===== config.mk =====
export PLATFORM = sky130hd
export DESIGN_NAME = swept_box_contact_unit
export DESIGN_NICKNAME = d
export VERILOG_FILES = /design/src/sv/sbc_pkg.sv /design/src/sv/swept_box_contact_unit.sv /design/src/sv/sbc_div.sv
export SDC_FILE = /design/constraint.sdc
export NUM_CORES = 2
export LEC_CHECK = 0
export ABC_AREA = 1
export BUFFER_PORTS_ARGS = -buffer_cell sky130_fd_sc_hd__buf_2
export CAP_MARGIN = 10
export CORE_ASPECT_RATIO = 0.5
export CORE_MARGIN = 3
export CORE_UTILIZATION = 58
export DETAILED_ROUTE_END_ITERATION = 8
export PLACE_DENSITY = 0.75
export RECOVER_POWER = 50
export SETUP_SLACK_MARGIN = 0.05
export SLEW_MARGIN = 20
export SYNTH_ARGS = -nofsm -noshare
export SYNTH_HDL_FRONTEND = slang
export SYNTH_SLANG_ARGS = --single-unit

===== constraint.sdc =====
create_clock -name clk -period 11.54 [get_ports clk]
set_input_delay 1.154 -clock clk [delete_from_list [all_inputs] [get_ports clk]]
set_output_delay 1.154 -clock clk [all_outputs]
set_load 0.01 [all_outputs]

===== src/sv/sbc_pkg.sv =====
// ----------------------------------------------------------------------------
// Swept box contact package
// Shared types and constants for the swept box contact unit.
// ----------------------------------------------------------------------------
package sbc_pkg;

	localparam int TIME_W = 48;

	typedef enum logic [1:0] {
		STATUS_MISS    = 2'd0,
		STATUS_HIT     = 2'd1,
		STATUS_OVERLAP = 2'd2
	} status_t;

	localparam logic [1:0] AXIS_X = 2'd0;
	localparam logic [1:0] AXIS_Z = 2'd2;
	localparam logic [1:0] AXIS_NONE = 2'd3;

	localparam logic [1:0] SIGN_ZERO = 2'b00;
	localparam logic [1:0] SIGN_POS  = 2'b01;
	localparam logic [1:0] SIGN_NEG  = 2'b11;

	typedef enum logic [3:0] {
		ST_IDLE,
		ST_CHECK,
		ST_AXIS,
		ST_DIV_A,
		ST_WAIT_A,
		ST_DIV_B,
		ST_WAIT_B,
		ST_UPDATE,
		ST_STATUS,
		ST_MUL,
		ST_END,
		ST_CONTACT,
		ST_OUT
	} state_t;

	typedef struct packed {
		logic start;
		logic done;
		logic busy;
	} div_ctl_t;

endpackage


===== src/sv/swept_box_contact_unit.sv =====
// ----------------------------------------------------------------------------
// Swept box contact unit
// Slab test of a moving box against a static box, with entry time, normal,
// contact coordinate and moved span for each axis.
// ----------------------------------------------------------------------------
// An x or y request is stored. A z request is stored and starts the test:
// unless the boxes already overlap or a separating axis is found, each
// axis with non-zero velocity runs two divides on the shared divider, and
// each of the three results then passes ST_MUL, ST_END and ST_CONTACT and
// waits in ST_OUT for out_ready. No request is taken while a query runs.
// Reset clears the sequencer and the query state; the stored spans are
// undefined until written.
module swept_box_contact_unit
	import sbc_pkg::*;
#(
	parameter int FRAC_BITS   = 16,
	parameter int COORD_WIDTH = 32
) (
	input  logic                          clk,
	input  logic                          arst_n,
	input  logic                          in_valid,
	output logic                          in_ready,
	input  logic [1:0]                    axis,
	input  logic signed [COORD_WIDTH-1:0] box_min,
	input  logic signed [COORD_WIDTH-1:0] box_max,
	input  logic signed [COORD_WIDTH-1:0] obstacle_min,
	input  logic signed [COORD_WIDTH-1:0] obstacle_max,
	input  logic signed [COORD_WIDTH-1:0] velocity,
	output logic                          out_valid,
	input  logic                          out_ready,
	output logic [1:0]                    status,
	output logic [FRAC_BITS:0]            hit_time,
	output logic [1:0]                    normal_axis,
	output logic signed [1:0]             normal_sign,
	output logic [1:0]                    result_axis,
	output logic signed [COORD_WIDTH-1:0] contact_coord,
	output logic signed [COORD_WIDTH-1:0] end_min,
	output logic signed [COORD_WIDTH-1:0] end_max,
	output logic                          last
);

	localparam int CW = COORD_WIDTH;
	localparam int PW = CW + FRAC_BITS + 2;
	localparam logic signed [TIME_W-1:0] T_MAX = {1'b0, {(TIME_W-1){1'b1}}};
	localparam logic signed [TIME_W-1:0] T_NEG = {1'b1, {(TIME_W-1){1'b0}}};
	localparam logic signed [TIME_W-1:0] T_ONE = TIME_W'(1) << FRAC_BITS;
	localparam logic signed [CW+1:0] C_HI = (CW+2)'({1'b0, {(CW-1){1'b1}}});
	localparam logic signed [CW+1:0] C_LO = -C_HI - 1;

	state_t state_q, state_d;

	logic signed [CW-1:0] sp_bmin_q [3];
	logic signed [CW-1:0] sp_bmax_q [3];
	logic signed [CW-1:0] sp_omin_q [3];
	logic signed [CW-1:0] sp_omax_q [3];
	logic signed [CW-1:0] sp_vel_q  [3];

	logic signed [TIME_W-1:0] entry_q, exit_q, t1_q;
	logic [1:0]               hit_axis_q, hit_sign_q, k_q;
	logic                     sep_q, ovl_q, empty_q;
	status_t                  stat_q;

	logic signed [CW-1:0] bmin, bmax, omin, omax, vel;
	logic                 ovl_all, empty_any;
	logic                 div_start;
	div_ctl_t             div_ctl;
	logic signed [CW:0]   div_num;
	logic signed [TIME_W-1:0] quo, en, ex, new_entry, new_exit;
	logic signed [PW-1:0] prod_q;
	logic signed [CW+1:0] disp, sum_min, sum_max;
	logic signed [CW-1:0] endmin_q, endmax_q, sat_min, sat_max, centre, clamped;
	logic signed [CW:0]   csum;
	logic                 accept_in, accept_out;

	logic                 out_valid_q, last_q;
	logic [1:0]           status_o_q, naxis_o_q, nsign_o_q, raxis_o_q;
	logic [FRAC_BITS:0]   htime_o_q;
	logic signed [CW-1:0] contact_o_q, emin_o_q, emax_o_q;

	logic [1:0] k_idx;
	assign k_idx = k_q;

	assign bmin = sp_bmin_q[k_idx];
	assign bmax = sp_bmax_q[k_idx];
	assign omin = sp_omin_q[k_idx];
	assign omax = sp_omax_q[k_idx];
	assign vel  = sp_vel_q[k_idx];

	assign accept_in  = in_valid && in_ready;
	assign accept_out = out_valid_q && out_ready;

	always_comb begin
		ovl_all   = 1'b1;
		empty_any = 1'b0;
		for (int i = 0; i < 3; i++) begin
			if (sp_bmin_q[i] > sp_bmax_q[i]) begin
				empty_any = 1'b1;
			end
			if (sp_bmin_q[i] > sp_bmax_q[i] || sp_omin_q[i] > sp_omax_q[i] ||
			    sp_bmin_q[i] > sp_omax_q[i] || sp_bmax_q[i] < sp_omin_q[i]) begin
				ovl_all = 1'b0;
			end
		end
	end

	assign div_num = (state_q == ST_DIV_A)
	               ? (CW+1)'(omin) - (CW+1)'(bmax)
	               : (CW+1)'(omax) - (CW+1)'(bmin);

	sbc_div #(
		.FRAC_BITS   (FRAC_BITS),
		.COORD_WIDTH (COORD_WIDTH)
	) u_div (
		.clk    (clk),
		.arst_n (arst_n),
		.start  (div_start),
		.num    (div_num),
		.den    (vel),
		.ctl    (div_ctl),
		.quo    (quo)
	);

	assign en        = (t1_q < quo) ? t1_q : quo;
	assign ex        = (t1_q < quo) ? quo : t1_q;
	assign new_entry = (en > entry_q) ? en : entry_q;
	assign new_exit  = (ex < exit_q) ? ex : exit_q;

	assign disp    = empty_q ? '0 : (CW+2)'(prod_q >>> FRAC_BITS);
	assign sum_min = (CW+2)'(bmin) + disp;
	assign sum_max = (CW+2)'(bmax) + disp;
	assign sat_min = empty_q ? bmin : (sum_min > C_HI ? CW'(C_HI) :
	                 (sum_min < C_LO ? CW'(C_LO) : CW'(sum_min)));
	assign sat_max = empty_q ? bmax : (sum_max > C_HI ? CW'(C_HI) :
	                 (sum_max < C_LO ? CW'(C_LO) : CW'(sum_max)));
	assign csum    = (CW+1)'(endmin_q) + (CW+1)'(endmax_q);
	assign centre  = CW'(csum >>> 1);

	always_comb begin
		clamped = centre;
		if (clamped > omax) begin
			clamped = omax;
		end
		if (clamped < omin) begin
			clamped = omin;
		end
	end

	always_comb begin
		state_d = state_q;
		unique case (state_q)
			ST_IDLE: begin
				if (accept_in && axis == AXIS_Z) begin
					state_d = ST_CHECK;
				end
			end
			ST_CHECK:   state_d = ovl_all ? ST_MUL : ST_AXIS;
			ST_AXIS: begin
				if (sep_q || k_q == AXIS_NONE) begin
					state_d = ST_STATUS;
				end else if (vel != '0) begin
					state_d = ST_DIV_A;
				end
			end
			ST_DIV_A:   state_d = ST_WAIT_A;
			ST_WAIT_A:  state_d = div_ctl.done ? ST_DIV_B : ST_WAIT_A;
			ST_DIV_B:   state_d = ST_WAIT_B;
			ST_WAIT_B:  state_d = div_ctl.done ? ST_UPDATE : ST_WAIT_B;
			ST_UPDATE:  state_d = ST_AXIS;
			ST_STATUS:  state_d = ST_MUL;
			ST_MUL:     state_d = ST_END;
			ST_END:     state_d = ST_CONTACT;
			ST_CONTACT: state_d = ST_OUT;
			ST_OUT: begin
				if (accept_out) begin
					state_d = (k_q == AXIS_Z) ? ST_IDLE : ST_MUL;
				end
			end
			default:    state_d = ST_IDLE;
		endcase
	end

	always_comb begin
		in_ready  = (state_q == ST_IDLE);
		div_start = (state_q == ST_DIV_A) || (state_q == ST_DIV_B);
	end

	always_ff @(posedge clk or negedge arst_n) begin
		if (!arst_n) begin
			state_q     <= ST_IDLE;
			entry_q     <= T_NEG;
			exit_q      <= T_MAX;
			hit_axis_q  <= AXIS_X;
			hit_sign_q  <= SIGN_ZERO;
			sep_q       <= 1'b0;
			ovl_q       <= 1'b1;
			empty_q     <= 1'b0;
			k_q         <= AXIS_X;
			stat_q      <= STATUS_MISS;
			out_valid_q <= 1'b0;
		end else begin
			state_q <= state_d;
			unique case (state_q)
				ST_CHECK: begin
					ovl_q   <= ovl_all;
					empty_q <= empty_any;
					k_q     <= AXIS_X;
					if (ovl_all) begin
						stat_q  <= STATUS_OVERLAP;
						entry_q <= '0;
					end
				end
				ST_AXIS: begin
					if (!sep_q && k_q != AXIS_NONE && vel == '0) begin
						if (bmax <= omin || bmin >= omax) begin
							sep_q <= 1'b1;
						end
						k_q <= k_q + 1'b1;
					end
				end
				ST_UPDATE: begin
					if (en > entry_q) begin
						hit_axis_q <= k_q;
						hit_sign_q <= vel[CW-1] ? SIGN_POS : SIGN_NEG;
					end
					entry_q <= new_entry;
					exit_q  <= new_exit;
					if (new_entry > new_exit) begin
						sep_q <= 1'b1;
					end
					k_q <= k_q + 1'b1;
				end
				ST_STATUS: begin
					k_q <= AXIS_X;
					if (sep_q || entry_q < 0 || entry_q > T_ONE || exit_q < 0) begin
						stat_q <= STATUS_MISS;
					end else begin
						stat_q <= STATUS_HIT;
					end
				end
				ST_CONTACT: begin
					out_valid_q <= 1'b1;
				end
				ST_OUT: begin
					if (accept_out) begin
						out_valid_q <= 1'b0;
						k_q         <= k_q + 1'b1;
						if (k_q == AXIS_Z) begin
							entry_q    <= T_NEG;
							exit_q     <= T_MAX;
							hit_axis_q <= AXIS_X;
							hit_sign_q <= SIGN_ZERO;
							sep_q      <= 1'b0;
							ovl_q      <= 1'b1;
							k_q        <= AXIS_X;
						end
					end
				end
				default: begin
				end
			endcase
		end
	end

	always_ff @(posedge clk) begin
		if (accept_in && axis != AXIS_NONE) begin
			sp_bmin_q[axis] <= box_min;
			sp_bmax_q[axis] <= box_max;
			sp_omin_q[axis] <= obstacle_min;
			sp_omax_q[axis] <= obstacle_max;
			sp_vel_q[axis]  <= velocity;
		end
		if (state_q == ST_WAIT_A && div_ctl.done) begin
			t1_q <= quo;
		end
		if (state_q == ST_MUL) begin
			prod_q <= PW'(vel) * PW'($signed({1'b0, entry_q[FRAC_BITS:0]}));
		end
		if (state_q == ST_END) begin
			endmin_q <= sat_min;
			endmax_q <= sat_max;
		end
		if (state_q == ST_CONTACT) begin
			status_o_q <= stat_q;
			raxis_o_q  <= k_q;
			last_q     <= (k_q == AXIS_Z);
			htime_o_q  <= '0;
			naxis_o_q  <= AXIS_X;
			nsign_o_q  <= SIGN_ZERO;
			contact_o_q <= '0;
			emin_o_q   <= '0;
			emax_o_q   <= '0;
			unique case (stat_q)
				STATUS_OVERLAP: begin
					emin_o_q <= bmin;
					emax_o_q <= bmax;
				end
				STATUS_HIT: begin
					htime_o_q   <= entry_q[FRAC_BITS:0];
					naxis_o_q   <= hit_axis_q;
					nsign_o_q   <= hit_sign_q;
					emin_o_q    <= endmin_q;
					emax_o_q    <= endmax_q;
					contact_o_q <= (k_q == hit_axis_q)
					             ? ((hit_sign_q == SIGN_POS) ? omax : omin) : clamped;
				end
				default: begin
				end
			endcase
		end
	end

	assign out_valid     = out_valid_q;
	assign status        = status_o_q;
	assign hit_time      = htime_o_q;
	assign normal_axis   = naxis_o_q;
	assign normal_sign   = nsign_o_q;
	assign result_axis   = raxis_o_q;
	assign contact_coord = contact_o_q;
	assign end_min       = emin_o_q;
	assign end_max       = emax_o_q;
	assign last          = last_q;

	a_valid_in_out: assert property (@(posedge clk) disable iff (!arst_n)
		out_valid_q |-> state_q == ST_OUT)
		else $error("result shown outside the output state");

	a_no_overlap_ready: assert property (@(posedge clk) disable iff (!arst_n)
		!(in_ready && out_valid_q))
		else $error("request taken while a result waits");

	a_div_idle_start: assert property (@(posedge clk) disable iff (!arst_n)
		div_start |-> !div_ctl.busy)
		else $error("divider started while busy");

	a_div_nonzero: assert property (@(posedge clk) disable iff (!arst_n)
		div_start |-> vel != '0)
		else $error("divide by zero velocity");

	a_ovl_clean: assert property (@(posedge clk) disable iff (!arst_n)
		(state_q == ST_IDLE) |-> (!sep_q && entry_q == T_NEG && ovl_q))
		else $error("query state not cleared");

endmodule


===== src/sv/sbc_div.sv =====
// ----------------------------------------------------------------------------
// Swept box contact time divider
// Restoring divider giving (num << FRAC_BITS) / den toward zero, one
// quotient bit per cycle, with the magnitude saturated to the time range.
// ----------------------------------------------------------------------------
module sbc_div
	import sbc_pkg::*;
#(
	parameter int FRAC_BITS   = 16,
	parameter int COORD_WIDTH = 32
) (
	input  logic                          clk,
	input  logic                          arst_n,
	input  logic                          start,
	input  logic signed [COORD_WIDTH:0]   num,
	input  logic signed [COORD_WIDTH-1:0] den,
	output div_ctl_t                      ctl,
	output logic signed [TIME_W-1:0]      quo
);

	localparam int NW    = COORD_WIDTH + 1 + FRAC_BITS;
	localparam int CNT_W = $clog2(NW + 1);
	localparam int SH    = TIME_W - 1 - FRAC_BITS;

	logic [COORD_WIDTH:0]       ud;
	logic [COORD_WIDTH-1:0]     uv;
	logic                       sat_now;
	logic [NW-1:0]              num_q;
	logic [COORD_WIDTH-1:0]     den_q;
	logic [COORD_WIDTH-1:0]     rem_q;
	logic [COORD_WIDTH:0]       trial;
	logic                       bit_ok;
	logic [CNT_W-1:0]           cnt_q;
	logic                       busy_q;
	logic                       done_q;
	logic                       neg_q;
	logic                       sat_q;
	logic [TIME_W+NW-1:0]       ext;
	logic [TIME_W-1:0]          mag;
	logic signed [TIME_W-1:0]   quo_q;

	assign ud      = num[COORD_WIDTH] ? (COORD_WIDTH+1)'(-num) : num;
	assign uv      = den[COORD_WIDTH-1] ? COORD_WIDTH'(-den) : den;
	assign sat_now = (ud >> SH) >= {1'b0, uv};
	assign trial   = {rem_q, num_q[NW-1]};
	assign bit_ok  = trial >= {1'b0, den_q};
	assign ext     = {{TIME_W{1'b0}}, num_q};
	assign mag     = sat_q ? {1'b0, {(TIME_W-1){1'b1}}} : {1'b0, ext[TIME_W-2:0]};

	always_ff @(posedge clk or negedge arst_n) begin
		if (!arst_n) begin
			busy_q <= 1'b0;
			done_q <= 1'b0;
			cnt_q  <= '0;
		end else begin
			done_q <= 1'b0;
			if (start && !busy_q) begin
				busy_q <= 1'b1;
				cnt_q  <= CNT_W'(NW);
			end else if (busy_q) begin
				cnt_q <= cnt_q - 1'b1;
				if (cnt_q == CNT_W'(1)) begin
					busy_q <= 1'b0;
					done_q <= 1'b1;
				end
			end
		end
	end

	always_ff @(posedge clk) begin
		if (start && !busy_q) begin
			num_q <= {ud, {FRAC_BITS{1'b0}}};
			den_q <= uv;
			rem_q <= '0;
			neg_q <= num[COORD_WIDTH] ^ den[COORD_WIDTH-1];
			sat_q <= sat_now;
		end else if (busy_q) begin
			num_q <= {num_q[NW-2:0], bit_ok};
			rem_q <= bit_ok ? COORD_WIDTH'(trial - {1'b0, den_q}) : trial[COORD_WIDTH-1:0];
		end
		if (busy_q && cnt_q == CNT_W'(1)) begin
			quo_q <= '0;
		end
		if (done_q) begin
			quo_q <= neg_q ? -$signed(mag) : $signed(mag);
		end
	end

	assign ctl.start = start;
	assign ctl.busy  = busy_q;
	assign ctl.done  = done_q;
	assign quo       = done_q ? (neg_q ? -$signed(mag) : $signed(mag)) : quo_q;

endmodule

==> flow_metrics.py <==
metrics = {
    "worst_setup_path": {
        "required_ns": 12.19,
        "slowest_stage": "edfxtp_1",
        "end_kind": "flop",
        "critPathArrivalTime_ns": 11.28,
        "cp-start-kind": "flop",
        "r2r-start": "u_div.sat_q",
        "cpPeakStageDelay_ns": 0.64,
        "critical_path_peak_fanout": 62,
        "path_delay_family": "simple AND/OR/NAND/NOR gates",
        "cpMostUsedCell": "nand2_1",
        "critPathKind": "flop to flop",
        "crit_start": "u_div.sat_q",
        "cp_num_buf_inv": 6,
    },
    "pwr": {
        "p_leak_nw": 46.7,
        "internal-power_mw": 6.75,
        "switchingPower_mw": 1.90,
        "pwr-share-seq": 0.528,
        "combPwrFrac": 0.008,
        "irDropWorstVdd_mv": 0.171,
        "powerDensity_mw_per_mm2": 84.0,
        "swShare": 0.219,
        "clockPowerShare": 0.463,
    },
    "global_routing": {
        "antenna_found_initial": 30,
        "grt_pass1_vias": 77553,
        "gr-total-overflow": 0,
        "grt_usage": 0.388,
        "grt_pass1_wl_mm": 490,
        "grt_max_degree": 209,
    },
    "routing": {
        "first_pass_iters": 7,
        "post_drt_wl_per_cell_um": 24.3,
        "viasPerCell": 5.99,
        "wirelength_mm": 334,
        "num_vias": 82151,
        "ant_nets": 0,
        "drt_iter0_drc": 10407,
        "drc": 0,
    },
    "logic_synthesis": {
        "ys_seq_area_frac": 0.355,
        "ys.flop_type": "edfxtp_1",
        "yosysUniqueCellTypes": 83,
        "synth_area_mm2": 0.0952,
        "yosys_warnings": 0,
        "synthArstFlopShare": 0.103,
        "syn_avg_cell_area_um2": 8.51,
        "syn-instance-count": 11184,
        "synth_edf_count": 991,
        "ys_ff_latch": 1158,
    },
    "sta": {
        "tightest_slew_ns": 5.10,
        "slew_violations": 531,
        "slew_headroom": -2.40,
        "fin_skew_ns": 0.0660,
        "setup_viol": 0,
        "fmax_mhz": 94.0,
        "hold_violations": 0,
        "rsz0062_at_grt": "false",
        "setup-tns-final_ns": 0,
        "min_period_ns": 10.64,
        "layout_worst_path_cycle_share": 0.922,
    },
    "worst_hold_path": {
        "min_from": "entry_q[25]",
        "hp-class": "flop to flop",
    },
    "cells_and_area": {
        "final_common_cell": "nand2_1",
        "stdcell_count": 13716,
        "fillers": 14045,
        "area_growth_pct": 8.07,
        "drive_above_1_share": 0.0475,
        "final_cell_mix": "2255 x nand2_1, 1777 x inv_1, 1103 x a21oi_1",
        "final_nets": 13081,
    },
    "clock_tree": {
        "clk_latency_ns": 0.80,
        "clkTransAtPathRegs_ns": 0.07,
        "h-tree-depth": 3,
        "cts_buffers": 108,
        "cts_root_buf": "clkbuf_16",
        "cts_tree": "yes",
        "hold_buffers": 0,
        "cts.sinks": 1158,
        "clock_path_buffers": 3,
    },
    "floorplan": {
        "die_w_um": 579,
        "ios": 290,
        "core_mm2": 0.162,
        "dieArea_mm2": 0.169,
        "fp.dieH_um": 293,
        "start_util": 0.588,
        "num_rows": 104,
    },
    "placed_design": {
        "gp_congestion": 1.04,
        "io_buffers": 289,
        "dpl.cell_count": 13492,
        "dp_hpwl_mm": 264,
    },
    "run_status": {
        "run_status": "complete, but fails checks",
        "violations": "max-capacitance violations, max-slew violations",
    },
    "flow_run": {
        "drv_cap": 11,
    },
}
-- layer usage --
metal  part of all wire  track usage
met5            0.00049            0
met4              0.044        0.148
met3               0.13        0.109
met2               0.42        0.562
met1               0.41        0.553
-- kinds of logic (layout without fill, tap and decap cells) --
group	count (synthesis)	after routing	share of synthesized area
and+or+nand+nor	3916	3917	0.172
AOI/OAI and AO/OA	2206	2206	0.129
other	1	145	0.0000394
xor gates and xnor gates	217	217	0.0200
muxes	2	2	0.000210
buffers and inverters	2202	2416	0.0886
DFF	1158	1158	0.355
adders and majority gates	1482	1482	0.236
-- flip-flops by register name (all words and copies together), names as in the netlist, 4 cells and up --
register and flops:
sp_bmax_q 128, sp_bmin_q 128, sp_omax_q 128, sp_omin_q 128, sp_vel_q 96, u_div.num_q 49, entry_q 48, exit_q 48
t1_q 48, u_div.quo_q 48, prod_q 34, contact_coord 32, end_max 32, end_min 32, endmax_q 32, endmin_q 32
u_div.den_q 32, u_div.rem_q 32, hit_time 17, u_div.cnt_q 6, state_q 4
-- layout make-up --
class                           count  area [um^2]  area share
Multi-Input combinational cell   7952        53600       0.521
Sequential cell                  1158        33800       0.328
Inverter                         1803         6780      0.0659
Clock buffer                      128         2890      0.0281
Tap cell                         2173         2720      0.0264
Timing Repair Buffer              410         2090      0.0203
Clock inverter                     75          976     0.00948
Antenna cell                       17         42.5    0.000413
-- power groups by stage --
stage	Sequential [mW]	Combinational (mW)	Clock, mW
2_1_floorplan	4.65	0.00647	0
3_3_place_gp	4.65	0.0753	0
3_5_place_dp	4.66	0.0774	0
4_1_cts	4.57	0.0779	4.03
5_1_grt	4.57	0.0785	4.18
6_report	4.57	0.0714	4.01
-- metrics by stage --
stage / total power, mW / setup WS (ns) / hold slack, ns / utilization / instance area [um^2]
5_1_grt: 8.83 / 0.0735 / 0.493 / 0.635 / 103000
3_3_place_gp: 4.73 / 1.12 / 0.454 / 0.613 / 99300
6_report: 8.64 / 0.903 / 0.476 / 0.635 / 103000
2_1_floorplan: 4.66 / 2.30 / 0.442 / - / 95700
4_1_cts: 8.67 / 0.964 / 0.456 / 0.637 / 103000
3_5_place_dp: 4.73 / 0.988 / 0.458 / 0.613 / 99300
-- worst register-to-register path: cells and delay by family (launching register included) --
kind	cells	cell delay, ns
buffers and inverters	6	1.60
adder cells (fa/ha/maj)	3	0.94
AO/OA/AOI/OAI	15	2.48
flip-flops	1	0.64
AND/OR/NAND/NOR	35	4.83
-- repair_timing --
item,in CTS,in global routing
buffers inserted,0,0
endpoints found under the setup margin,0,1
resized for setup,0,4
-- Yosys cell counts, types with 34 or more instances --
master,instances,area (um^2)
dfstp_2,48,1260
fa_1,525,10500
clkbuf_1,278,1040
buf_2,50,250
edfxtp_1,991,29800
o211ai_1,34,255
nor3_1,99,495
and2_1,52,325
nand3_1,517,2590
xor2_1,142,1240
nor4_1,35,219
buf_1,51,191
nand2_1,2259,8480
dfxtp_1,48,961
inv_1,1779,6680
o21ai_0,619,3100
dfrtp_1,71,1780
o21ai_1,71,355
o21a_1,37,278
a21oi_1,1104,5530
o21ai_2,48,420
ha_1,957,12000
a21o_1,35,263
xnor2_1,75,657
nor2_1,754,2830
nand4_1,108,676
-- path summary, 6_finish.rpt --
check                         endpoint  slack [ns]  depth (start not counted)
setup reg to reg                 sep_q        0.90                         59
min in group asynchronous  entry_q[25]        2.21                          1
max in group asynchronous   entry_q[8]        5.30                          2
setup / recovery                 sep_q        0.90                         59
hold reg to reg            entry_q[25]        0.48                          2
hold / removal             entry_q[25]        0.48                          2
Note: power is estimated with default switching activity, not from simulation.
